`src/rtl/fspe_pkg.sv`:
```
package fspe_pkg;

  typedef enum logic [1:0] {
    CMD_LOAD    = 2'd0,
    CMD_START   = 2'd1,
    CMD_ADVANCE = 2'd2,
    CMD_NONE    = 2'd3
  } fspe_cmd_t;

  typedef enum logic [2:0] {
    ST_IDLE,
    ST_DECODE,
    ST_STEP,
    ST_ENTER,
    ST_MUL,
    ST_FIN,
    ST_EMIT
  } fspe_state_t;

  // controller -> datapath
  typedef struct packed {
    logic capture;
    logic decode;
    logic step;
    logic enter;
    logic mul;
    logic fin;
    logic emit;
  } fspe_ctrl_t;

  // datapath -> controller
  typedef struct packed {
    fspe_cmd_t cmd;
    logic      adv_ok;
    logic      carry;
    logic      last_stage;
    logic      rem_zero;
  } fspe_status_t;

  localparam int PHASE_W = 16;
  localparam int LEVEL_W = 16;
  localparam int LEFT_W  = 8;
  localparam int ELAP_W  = 9;
  localparam int IDX_W   = 2;
  localparam int STOUT_W = 3;

endpackage

```
`src/rtl/four_stage_phase_envelope.sv`:
```
// Four-stage phase envelope. Load transactions fill one stage's phase step,
// start phase and signed target; a start transaction arms the envelope; an
// advance transaction steps the 16-bit phase once per elapsed period until a
// carry moves it to the next stage. Every transaction returns one result.
// Sequence, accept to result valid: load, start and a rejected advance go from
// decode straight to emit. An advance makes its phase additions (one per cycle
// through the single phase adder; up to 65536), then a multiply and a level add
// when it ends without a carry, or a stage entry after a carry into a stage that
// is not the last. A result held back by out_ready holds the emit state before
// the next transaction. A new transaction is taken while the previous result
// still waits in the output register.
module four_stage_phase_envelope
  import fspe_pkg::*;
#(
  parameter int NUM_STAGES = 4
) (
  input  logic                      clk,
  input  logic                      rst_n,
  input  logic                      in_valid,
  output logic                      in_ready,
  input  logic [1:0]                in_command,
  input  logic [IDX_W-1:0]          in_stage_index,
  input  logic [PHASE_W-1:0]        in_step_size,
  input  logic [PHASE_W-1:0]        in_first_phase,
  input  logic signed [LEVEL_W-1:0] in_goal_level,
  input  logic                      in_skip_attack,
  input  logic                      in_silent,
  input  logic [ELAP_W-1:0]         in_elapsed,
  output logic                      out_valid,
  input  logic                      out_ready,
  output logic                      out_accepted,
  output logic signed [LEVEL_W-1:0] out_level,
  output logic [STOUT_W-1:0]        out_stage_now,
  output logic                      out_running,
  output logic                      out_stage_moved
);

  fspe_ctrl_t   ctl;
  fspe_status_t sts;

  fspe_ctrl u_ctrl (
    .clk       (clk),
    .rst_n     (rst_n),
    .in_valid  (in_valid),
    .in_ready  (in_ready),
    .out_valid (out_valid),
    .out_ready (out_ready),
    .sts       (sts),
    .ctl       (ctl)
  );

  fspe_dp #(
    .NUM_STAGES (NUM_STAGES)
  ) u_dp (
    .clk             (clk),
    .rst_n           (rst_n),
    .ctl             (ctl),
    .sts             (sts),
    .in_command      (in_command),
    .in_stage_index  (in_stage_index),
    .in_step_size    (in_step_size),
    .in_first_phase  (in_first_phase),
    .in_goal_level   (in_goal_level),
    .in_skip_attack  (in_skip_attack),
    .in_silent       (in_silent),
    .in_elapsed      (in_elapsed),
    .out_accepted    (out_accepted),
    .out_level       (out_level),
    .out_stage_now   (out_stage_now),
    .out_running     (out_running),
    .out_stage_moved (out_stage_moved)
  );

endmodule

```
`src/rtl/fspe_ctrl.sv`:
```
module fspe_ctrl
  import fspe_pkg::*;
(
  input  logic         clk,
  input  logic         rst_n,
  input  logic         in_valid,
  output logic         in_ready,
  output logic         out_valid,
  input  logic         out_ready,
  input  fspe_status_t sts,
  output fspe_ctrl_t   ctl
);

  fspe_state_t state_r, state_nxt;
  logic        out_valid_r, out_valid_nxt;
  logic        slot_free;

  assign slot_free = !out_valid_r || out_ready;

  always_comb begin
    state_nxt = state_r;
    unique case (state_r)
      ST_IDLE: begin
        if (in_valid) state_nxt = ST_DECODE;
      end
      ST_DECODE: begin
        if (sts.cmd == CMD_ADVANCE && sts.adv_ok) state_nxt = ST_STEP;
        else state_nxt = ST_EMIT;
      end
      ST_STEP: begin
        priority if (sts.carry) state_nxt = sts.last_stage ? ST_EMIT : ST_ENTER;
        else if (sts.rem_zero) state_nxt = ST_MUL;
        else state_nxt = ST_STEP;
      end
      ST_ENTER: state_nxt = ST_EMIT;
      ST_MUL:   state_nxt = ST_FIN;
      ST_FIN:   state_nxt = ST_EMIT;
      ST_EMIT: begin
        if (slot_free) state_nxt = ST_IDLE;
      end
      default: state_nxt = ST_IDLE;
    endcase
  end

  always_comb begin
    ctl         = '0;
    in_ready    = 1'b0;
    unique case (state_r)
      ST_IDLE: begin
        in_ready    = 1'b1;
        ctl.capture = in_valid;
      end
      ST_DECODE: ctl.decode = 1'b1;
      ST_STEP:   ctl.step   = 1'b1;
      ST_ENTER:  ctl.enter  = 1'b1;
      ST_MUL:    ctl.mul    = 1'b1;
      ST_FIN:    ctl.fin    = 1'b1;
      ST_EMIT:   ctl.emit   = slot_free;
      default: ;
    endcase
    // result register frees on take, reloads on emit
    if (ctl.emit) out_valid_nxt = 1'b1;
    else if (out_ready) out_valid_nxt = 1'b0;
    else out_valid_nxt = out_valid_r;
  end

  assign out_valid = out_valid_r;

  always_ff @(posedge clk) begin
    if (!rst_n) begin
      state_r     <= ST_IDLE;
      out_valid_r <= 1'b0;
    end else begin
      state_r     <= state_nxt;
      out_valid_r <= out_valid_nxt;
    end
  end

endmodule

```
`src/rtl/fspe_dp.sv`:
```
module fspe_dp
  import fspe_pkg::*;
#(
  parameter int NUM_STAGES = 4
) (
  input  logic                       clk,
  input  logic                       rst_n,
  input  fspe_ctrl_t                 ctl,
  output fspe_status_t               sts,
  input  logic [1:0]                 in_command,
  input  logic [IDX_W-1:0]           in_stage_index,
  input  logic [PHASE_W-1:0]         in_step_size,
  input  logic [PHASE_W-1:0]         in_first_phase,
  input  logic signed [LEVEL_W-1:0]  in_goal_level,
  input  logic                       in_skip_attack,
  input  logic                       in_silent,
  input  logic [ELAP_W-1:0]          in_elapsed,
  output logic                       out_accepted,
  output logic signed [LEVEL_W-1:0]  out_level,
  output logic [STOUT_W-1:0]         out_stage_now,
  output logic                       out_running,
  output logic                       out_stage_moved
);

  localparam int SW  = $clog2(NUM_STAGES + 1);
  localparam int IW  = $clog2(NUM_STAGES);
  localparam int CMPW = (IW > IDX_W) ? IW : IDX_W;

  // captured transaction
  fspe_cmd_t          cmd_r;
  logic [IDX_W-1:0]   idx_r;
  logic [PHASE_W-1:0] step_r;
  logic [PHASE_W-1:0] fphase_r;
  logic [LEVEL_W-1:0] goal_r;
  logic               skip_r;
  logic               silent_r;
  logic [ELAP_W-1:0]  elapsed_r;

  // stage parameter tables
  logic [PHASE_W-1:0] rate_tbl_r   [NUM_STAGES];
  logic [PHASE_W-1:0] phase_tbl_r  [NUM_STAGES];
  logic [LEVEL_W-1:0] target_tbl_r [NUM_STAGES];

  // envelope state
  logic [SW-1:0]      stage_r, stage_nxt;
  logic               active_r, active_nxt;
  logic [PHASE_W-1:0] phase_r, phase_nxt;
  logic [LEVEL_W-1:0] base_r, base_nxt;
  logic [LEVEL_W-1:0] span_r, span_nxt;
  logic [LEVEL_W-1:0] lvl_r, lvl_nxt;
  logic [LEFT_W-1:0]  left_r, left_nxt;

  logic [15:0]        remain_r, remain_nxt;
  logic               acc_r, acc_nxt;
  logic               moved_r, moved_nxt;
  logic signed [32:0] prod_r;

  logic [IW-1:0]      cur_idx;
  logic [IW-1:0]      start_idx;
  logic [PHASE_W:0]   sum;
  logic [LEVEL_W-1:0] end_lvl;
  logic [LEVEL_W-1:0] start_base;
  logic [LEFT_W-1:0]  count_m1;

  assign cur_idx    = stage_r[IW-1:0];
  assign start_idx  = IW'(skip_r);
  assign sum        = {1'b0, phase_r} + {1'b0, rate_tbl_r[cur_idx]};
  assign end_lvl    = base_r + span_r;
  assign start_base = skip_r ? target_tbl_r[0] : '0;
  assign count_m1   = elapsed_r[LEFT_W-1:0] - LEFT_W'(1);

  assign sts.cmd        = cmd_r;
  assign sts.adv_ok     = active_r && (stage_r < SW'(NUM_STAGES)) && (elapsed_r != '0);
  assign sts.carry      = sum[PHASE_W];
  assign sts.last_stage = (stage_r == SW'(NUM_STAGES - 1));
  assign sts.rem_zero   = (remain_r == '0);

  always_comb begin
    stage_nxt  = stage_r;
    active_nxt = active_r;
    phase_nxt  = phase_r;
    base_nxt   = base_r;
    span_nxt   = span_r;
    lvl_nxt    = lvl_r;
    left_nxt   = left_r;
    remain_nxt = remain_r;
    acc_nxt    = acc_r;
    moved_nxt  = moved_r;

    priority if (ctl.capture) begin
      acc_nxt   = 1'b0;
      moved_nxt = 1'b0;
    end else if (ctl.decode) begin
      unique case (cmd_r)
        CMD_START: begin
          left_nxt = '0;
          if (silent_r) begin
            stage_nxt  = SW'(NUM_STAGES);
            active_nxt = 1'b0;
            phase_nxt  = '0;
            base_nxt   = '0;
            span_nxt   = '0;
            lvl_nxt    = '0;
          end else begin
            stage_nxt  = SW'(skip_r);
            base_nxt   = start_base;
            lvl_nxt    = start_base;
            span_nxt   = target_tbl_r[start_idx] - start_base;
            phase_nxt  = phase_tbl_r[start_idx];
            active_nxt = 1'b1;
          end
        end
        CMD_ADVANCE: begin
          if (sts.adv_ok) begin
            acc_nxt    = 1'b1;
            // saved remainder plus sign-extended (elapsed[7:0] - 1)
            remain_nxt = {8'b0, left_r} + {{8{count_m1[LEFT_W-1]}}, count_m1};
          end
        end
        CMD_LOAD, CMD_NONE: ;
        default: ;
      endcase
    end else if (ctl.step) begin
      if (sum[PHASE_W]) begin
        left_nxt  = remain_r[LEFT_W-1:0];
        stage_nxt = stage_r + SW'(1);
        moved_nxt = 1'b1;
        lvl_nxt   = end_lvl;
        if (sts.last_stage) begin
          phase_nxt  = '0;
          active_nxt = 1'b0;
        end else begin
          base_nxt = end_lvl;
        end
      end else begin
        phase_nxt  = sum[PHASE_W-1:0];
        remain_nxt = remain_r - 16'd1;
        if (remain_r == '0) left_nxt = '0;
      end
    end else if (ctl.enter) begin
      span_nxt  = target_tbl_r[cur_idx] - base_r;
      phase_nxt = phase_tbl_r[cur_idx];
    end else if (ctl.fin) begin
      // floor(span * phase / 65536)
      lvl_nxt = base_r + prod_r[31:16];
    end
  end

  always_ff @(posedge clk) begin
    if (!rst_n) begin
      stage_r  <= SW'(NUM_STAGES);
      active_r <= 1'b0;
      phase_r  <= '0;
      base_r   <= '0;
      span_r   <= '0;
      lvl_r    <= '0;
      left_r   <= '0;
    end else begin
      stage_r  <= stage_nxt;
      active_r <= active_nxt;
      phase_r  <= phase_nxt;
      base_r   <= base_nxt;
      span_r   <= span_nxt;
      lvl_r    <= lvl_nxt;
      left_r   <= left_nxt;
    end
  end

  always_ff @(posedge clk) begin
    remain_r <= remain_nxt;
    acc_r    <= acc_nxt;
    moved_r  <= moved_nxt;
    if (ctl.capture) begin
      cmd_r     <= fspe_cmd_t'(in_command);
      idx_r     <= in_stage_index;
      step_r    <= in_step_size;
      fphase_r  <= in_first_phase;
      goal_r    <= in_goal_level;
      skip_r    <= in_skip_attack;
      silent_r  <= in_silent;
      elapsed_r <= in_elapsed;
    end
    if (ctl.mul) begin
      prod_r <= $signed(span_r) * $signed({1'b0, phase_r});
    end
    if (ctl.emit) begin
      out_accepted    <= acc_r;
      out_level       <= lvl_r;
      out_stage_now   <= STOUT_W'(stage_r);
      out_running     <= active_r;
      out_stage_moved <= moved_r;
    end
  end

  // loads to an index past the last stage are dropped
  always_ff @(posedge clk) begin
    for (int i = 0; i < NUM_STAGES; i++) begin
      if (ctl.decode && cmd_r == CMD_LOAD && CMPW'(idx_r) == CMPW'(i)) begin
        rate_tbl_r[i]   <= step_r;
        phase_tbl_r[i]  <= fphase_r;
        target_tbl_r[i] <= goal_r;
      end
    end
  end

endmodule

```
`config.mk`:
```
export PLATFORM = sky130hd
export DESIGN_NAME = four_stage_phase_envelope
export DESIGN_NICKNAME = d
export VERILOG_FILES = /design/src/rtl/fspe_pkg.sv /design/src/rtl/four_stage_phase_envelope.sv /design/src/rtl/fspe_ctrl.sv /design/src/rtl/fspe_dp.sv
export SDC_FILE = /design/constraint.sdc
export NUM_CORES = 1
export LEC_CHECK = 0
export CAP_MARGIN = 20
export CORE_ASPECT_RATIO = 1.2
export CORE_MARGIN = 2
export CORE_UTILIZATION = 30
export CTS_CLUSTER_DIAMETER = 50
export DETAILED_ROUTE_END_ITERATION = 16
export DONT_BUFFER_PORTS = 1
export PLACE_DENSITY = 0.49
export SYNTH_ARGS = -nofsm -noshare
export SYNTH_HDL_FRONTEND = slang
export SYNTH_SLANG_ARGS = --single-unit
```
`constraint.sdc`:
```
create_clock -name clk -period 13 [get_ports clk]
set_input_delay 2.6 -clock clk [delete_from_list [all_inputs] [get_ports clk]]
set_output_delay 2.6 -clock clk [all_outputs]
set_load 0.01 [all_outputs]
```
# After elaboration in Yosys (flattened, before gate mapping)

Memory sizes are Yosys's and may differ from the RTL's. A register that Yosys moved wholly into a read port is not among the register bits.
Index checks and enable logic that the tools add are counted.

Add/sub/neg operators: 9
Multipliers: 1
Divide/modulo/power cells: 0
Magnitude comparators: 1
Equal/unequal tests: 23
Shift-type cells: 0
Multiplexer cells: 105
Bitwise operators: 2
Reduce and logical (&&, ||, !) cells: 44

Operators with widths:

| cell                    | number |
|---|---|
| $mux W16                | 38 |
| $reduce_or A16 Y1       | 9 |
| $mux W8                 | 5 |
| $mux W2                 | 17 |
| $mux W1                 | 33 |
| $mux W3                 | 11 |
| $add A16 B16 Y16        | 2 |
| $mul A16 B17 Y32        | 1 |
| $sub A16 B16 Y16        | 2 |
| $reduce_and A5 Y1       | 4 |
| $pmux W3 S6             | 1 |
| $add A16 B16 Y17        | 1 |
| $logic_not A16 Y1       | 1 |
| $reduce_and A4 Y1       | 4 |
| $sub A16 B1 Y16 const B | 1 |
| $add A9 B8 Y10          | 1 |
| $reduce_bool A2 Y1      | 5 |
| $eq A3 B2 Y1 const B    | 3 |
| $eq A3 B3 Y1 const B    | 3 |
| $reduce_bool A3 Y1      | 3 |
| $reduce_bool A9 Y1      | 1 |
| $logic_and A1 B1 Y1     | 8 |
| $ne A2 B1 Y1 const B    | 4 |
| $ne A2 B2 Y1 const B    | 4 |
| 16 further kinds        | 23 |

Bits in registers: 215
Bits in latches: 0
Memory bits (writable): 192
ROM bits: 0
Output and inout port bits: 24
Word-level logic and storage cells: 214
Memories kept: 3

Memories:

| memory            | depth | bits a word | rd ports | clocked after memory_dff | write ports | RTL line      | text |
|---|---|---|---|---|---|---|---|
| u_dp.phase_tbl_r  | 4     | 16          | 2        | 2                        | 1           | fspe_dp.sv:41 | `logic [PHASE_W-1:0] phase_tbl_r [NUM_STAGES];` |
| u_dp.rate_tbl_r   | 4     | 16          | 1        | 1                        | 1           | fspe_dp.sv:40 | `logic [PHASE_W-1:0] rate_tbl_r [NUM_STAGES];` |
| u_dp.target_tbl_r | 4     | 16          | 3        | 2                        | 1           | fspe_dp.sv:42 | `logic [LEVEL_W-1:0] target_tbl_r [NUM_STAGES];` |

# Longest topological paths before layout

Depth after elaboration: 10
Depth in mapped cells: 23
Mapped depth without buffers: 21

# Hierarchy

A second synthesis with hierarchy kept.

Cells, all modules: 2,440
Area, all modules: 27,431.3 µm²

Modules (own cells, without submodules):

| module    | instances | cells each | area each (µm²) | sequential area each (µm²) |
|---|---|---|---|---|
| fspe_dp   | 1         | 2,402      | 27,123.5        | 10,900.5 |
| fspe_ctrl | 1         | 38         | 307.8           | 80.1 |

# Worst setup path after synthesis

No wires, ideal clock.

Path type: register to register
Start: reg u_dp.span_r[9]
End: reg u_dp.prod_r[31] (data pin)
Arrival: 5.692 ns
Data required time: 12.734 ns
Slack: 7.042 ns
Cell stages (with the launch flop): 23
Cells stage by stage: dfxtp_1 > clkbuf_1 > clkbuf_1 > nand2_1 > fa_1 > inv_1 > fa_1 > inv_1 > fa_1 > inv_1 > fa_1 > fa_1 > inv_1 > fa_1 > inv_1 > ha_1 > and3_1 > nand4_1 > a2111o_1 > and3_4 > o31ai_4 > and4_1 > nor3_1

Longest elaborated chain between the ends: 1

Ends and longest elaborated chain:

| item                     | RTL line       | text |
|---|---|---|
| start: declaration       | fspe_dp.sv:49  | `logic [LEVEL_W-1:0] span_r, span_nxt;` |
| start signal: assignment | fspe_dp.sv:163 | `span_r <= span_nxt;` |
| $mul A16 B17 Y32         | fspe_dp.sv:184 | `prod_r <= $signed(span_r) * $signed({1'b0, phase_r});` |
| end signal: assignment   | fspe_dp.sv:184 |  |
| end: declaration         | fspe_dp.sv:56  | `logic signed [32:0] prod_r;` |

No other way between the ends.
A chain may end at the register's enable or synchronous reset.

# Worst setup path after layout

Start: reg u_dp.phase_r[9]
End: reg u_dp.prod_r[31] (data pin)

Longest elaborated chain between the ends: 1

Ends and longest elaborated chain:

| item                     | RTL line       | text |
|---|---|---|
| start: declaration       | fspe_dp.sv:47  | `logic [PHASE_W-1:0] phase_r, phase_nxt;` |
| start signal: assignment | fspe_dp.sv:161 | `phase_r <= phase_nxt;` |
| $mul A16 B17 Y32         | fspe_dp.sv:184 |  |

No other way between the ends.

==> metrics.cfg <==
[run_status]
status=finished, final reports clean

[sta]
fmax_ghz=0.1511
drv_slew=0
tightestPinTransition_ps=1081
worst_hold_slack_ps=431.1
rsz0062_at_grt=no
fin_skew_ps=27.75
totalNegativeSetupSlack_ps=0
hold_viol=0
post-route-min-period_ps=6620
setup_viol=0
min_period_over_period_pct=50.92
relSlewSlack_pct=27.92

[clock_network]
cts_setup_buffers=0
cts.sinks=394
clock_latency_ps=620
cts.path.max_buffers=3
h-tree-depth=2
cts_root_buf=clkbuf_16
clk_pin_slew_worst_paths_ps=60
cts_tree=built
numCtsBuffers=48
cts_resized=0
hold_buffers=0

[floorplanning]
core_region_area_um2=90380
num_rows=121
io_pins=91
fp.dieH_um=334.4
initial_core_util_pct=30.19
dieArea_um2=93380
dieWidth_um=279.3

[detailed_routing]
drt_wl_total_mm=71.85
drtAntennaViolNets=0
drt-initial-drc-count=1039
drc=0
detail_route.wl_per_cell_um=19.80
viasPerCell=4.956
firstDrtPassIters=5
vias=17984

[place]
gp_congestion=0.8443
io_buffers=0
dpl_cell_area_um2=28570
dpl.hpwl_mm=54.85

[power]
power_w=0.005086
p_leak_nw=12.11
vdd_drop_max_v=0.0001138
powerDensity_nw_per_um2=168.6

[synthesis]
syn-num-nets=2914
yosysSeqAreaShare_pct=40.25
synthFlopType=edfxtp_1
synth_edf_count=309
async_flop_share_pct=0
synth_top_area_share_pct=34.01
synth.largest_area_cell=edfxtp_1
syn_inst=2445
synth_cell_types=83
synth.cell_area_um2=27280
synth_area_leaders=edfxtp_1 34%, fa_1 15%, ha_1 9.3%, dfxtp_1 6.2%, inv_1 4.0%
ys_warn_count=0
synth_most_common_cell=edfxtp_1
syn_area_per_cell_um2=11.16
ys_ff_latch=394
synthTopCellsByCount=309 x edfxtp_1, 291 x inv_1, 230 x nand2_1, 203 x ha_1, 199 x fa_1

[grt]
grt-ovfl-total=0
grt_pass1_wl_mm=111.9
grt_pass1_vias=19287
grt_usage_pct=15.48
grt_max_degree=68
antenna_found_initial=1

[cells_and_area]
areaGrowthSynthToFinish_pct=10.60
final_nets=2891
antennaDiodeCount=0
multi_input_area_um2=14860
stdcell_area_um2=30180
layout-drive-gt1-share_pct=8.086
fin_util_pct=33.39
fillerInstances=8901
seq_area_um2=10990

[setup_path]
cp_max_fo=18
start_kind=flip-flop
max_stage_delay_ps=840
crit_family=adder cells
cp_common_cell=fa_1
critPathKind=reg -> reg
critical-path-slowest-cell=dfxtp_1
cp.required_ps=13440
setup.worst_path.end_class=flip-flop
crit_chain=nand2_1, fa_1, fa_1, fa_1, inv_1, fa_1, fa_1, inv_1, fa_1, inv_1, ha_1, a211oi_1, o21ai_0, a2111oi_0, or3_1, and3_4, o31ai_4, and4_1, nor3_1
arrival_ps=7060
worst-path-buf-inv=3

[hold_path]
worstHoldPathType=reg -> reg

[run]
cap_viol_max_count=0

kinds of logic (layout without fill, tap and decap cells):
logic type	count (synthesis)	in the layout	synth area share, %
buffers and inverters	389	405	5.434
XOR/XNOR	94	94	3.018
AO/OA/AOI/OAI	431	431	10.34
adder cells (fa/ha/maj)	402	402	23.91
AND/OR/NAND/NOR	643	643	11.40
multiplexers	92	92	5.654
flip-flops	394	394	40.25
power by group:
part,switching (W),internal [W],leakage (nW)
registers,0.000347,0.00162,3.51
clock network,0.000580,0.000756,0.754
logic,0.00108,0.000701,7.84
final timing paths:
| kind | slack, ps | cells past startpoint | start | to |
|---|---|---|---|---|
| worst max register to register | 6380 | 19 | u_dp.phase_r[9]$_SDFFE_PN0P_ | u_dp.prod_r[31]$_DFFE_PP_ |
| worst min register to register | 430 | 0 | u_dp.lvl_r[10]$_SDFFE_PN0P_ | u_dp.out_level[10]$_DFFE_PP_ |
| worst min-delay path | 430 | 0 | u_dp.lvl_r[10]$_SDFFE_PN0P_ | u_dp.out_level[10]$_DFFE_PP_ |
| worst max-delay path | 6380 | 19 | u_dp.phase_r[9]$_SDFFE_PN0P_ | u_dp.prod_r[31]$_DFFE_PP_ |
through the flow:
step	cells	worst slack [ps]
2_1_floorplan	2445	7042
3_3_place_gp	3539	6472
3_5_place_dp	3539	6385
4_1_cts	3628	6386
5_1_grt	3629	5990
6_report	3629	6380
routing by layer:
metal	up-vias	global-route usage [%]	part of all wire, %
li1	8516	-	-
met1	9039	20.23	45
met2	329	26.89	49
met3	100	1.774	3.7
met4	0	4.530	2.7
met5	-	0	0
flip-flops by register name (all words and copies together) (netlist names), 9 cells and up, named ones only:
signal / count
u_dp.goal_r: 16
u_dp.phase_r: 16
u_dp.fphase_r: 16
u_dp.base_r: 16
u_dp.lvl_r: 16
u_dp.elapsed_r: 9
u_dp.rate_tbl_r: 64
u_dp.out_level: 16
u_dp.prod_r: 16
u_dp.target_tbl_r: 64
u_dp.remain_r: 16
u_dp.phase_tbl_r: 64
u_dp.span_r: 16
u_dp.step_r: 16
area by class of cell:
type                    count  share of cell area (%)
clock buffers              53                   4.043
flip-flops and latches    394                   36.41
multi-input cells        1662                   49.23
well taps                1168                   4.843
inverters                 293                   3.645
repair buffers             23                  0.5846
clock inverters            36                   1.240
cells in the final DEF, fill, tap and decap left out, types with 24 or more instances in the layout:
cell type / instances
a211oi_1: 24
a21oi_1: 117
and2_1: 123
clkbuf_16: 48
dfxtp_1: 82
edfxtp_1: 309
fa_1: 199
ha_1: 203
inv_1: 291
mux2i_1: 27
mux4_2: 48
nand2_1: 230
nand3_1: 25
nor2_1: 113
nor3_1: 43
o21ai_0: 107
xnor2_1: 57
xor2_1: 37
Power figures use the tool's default switching activity.
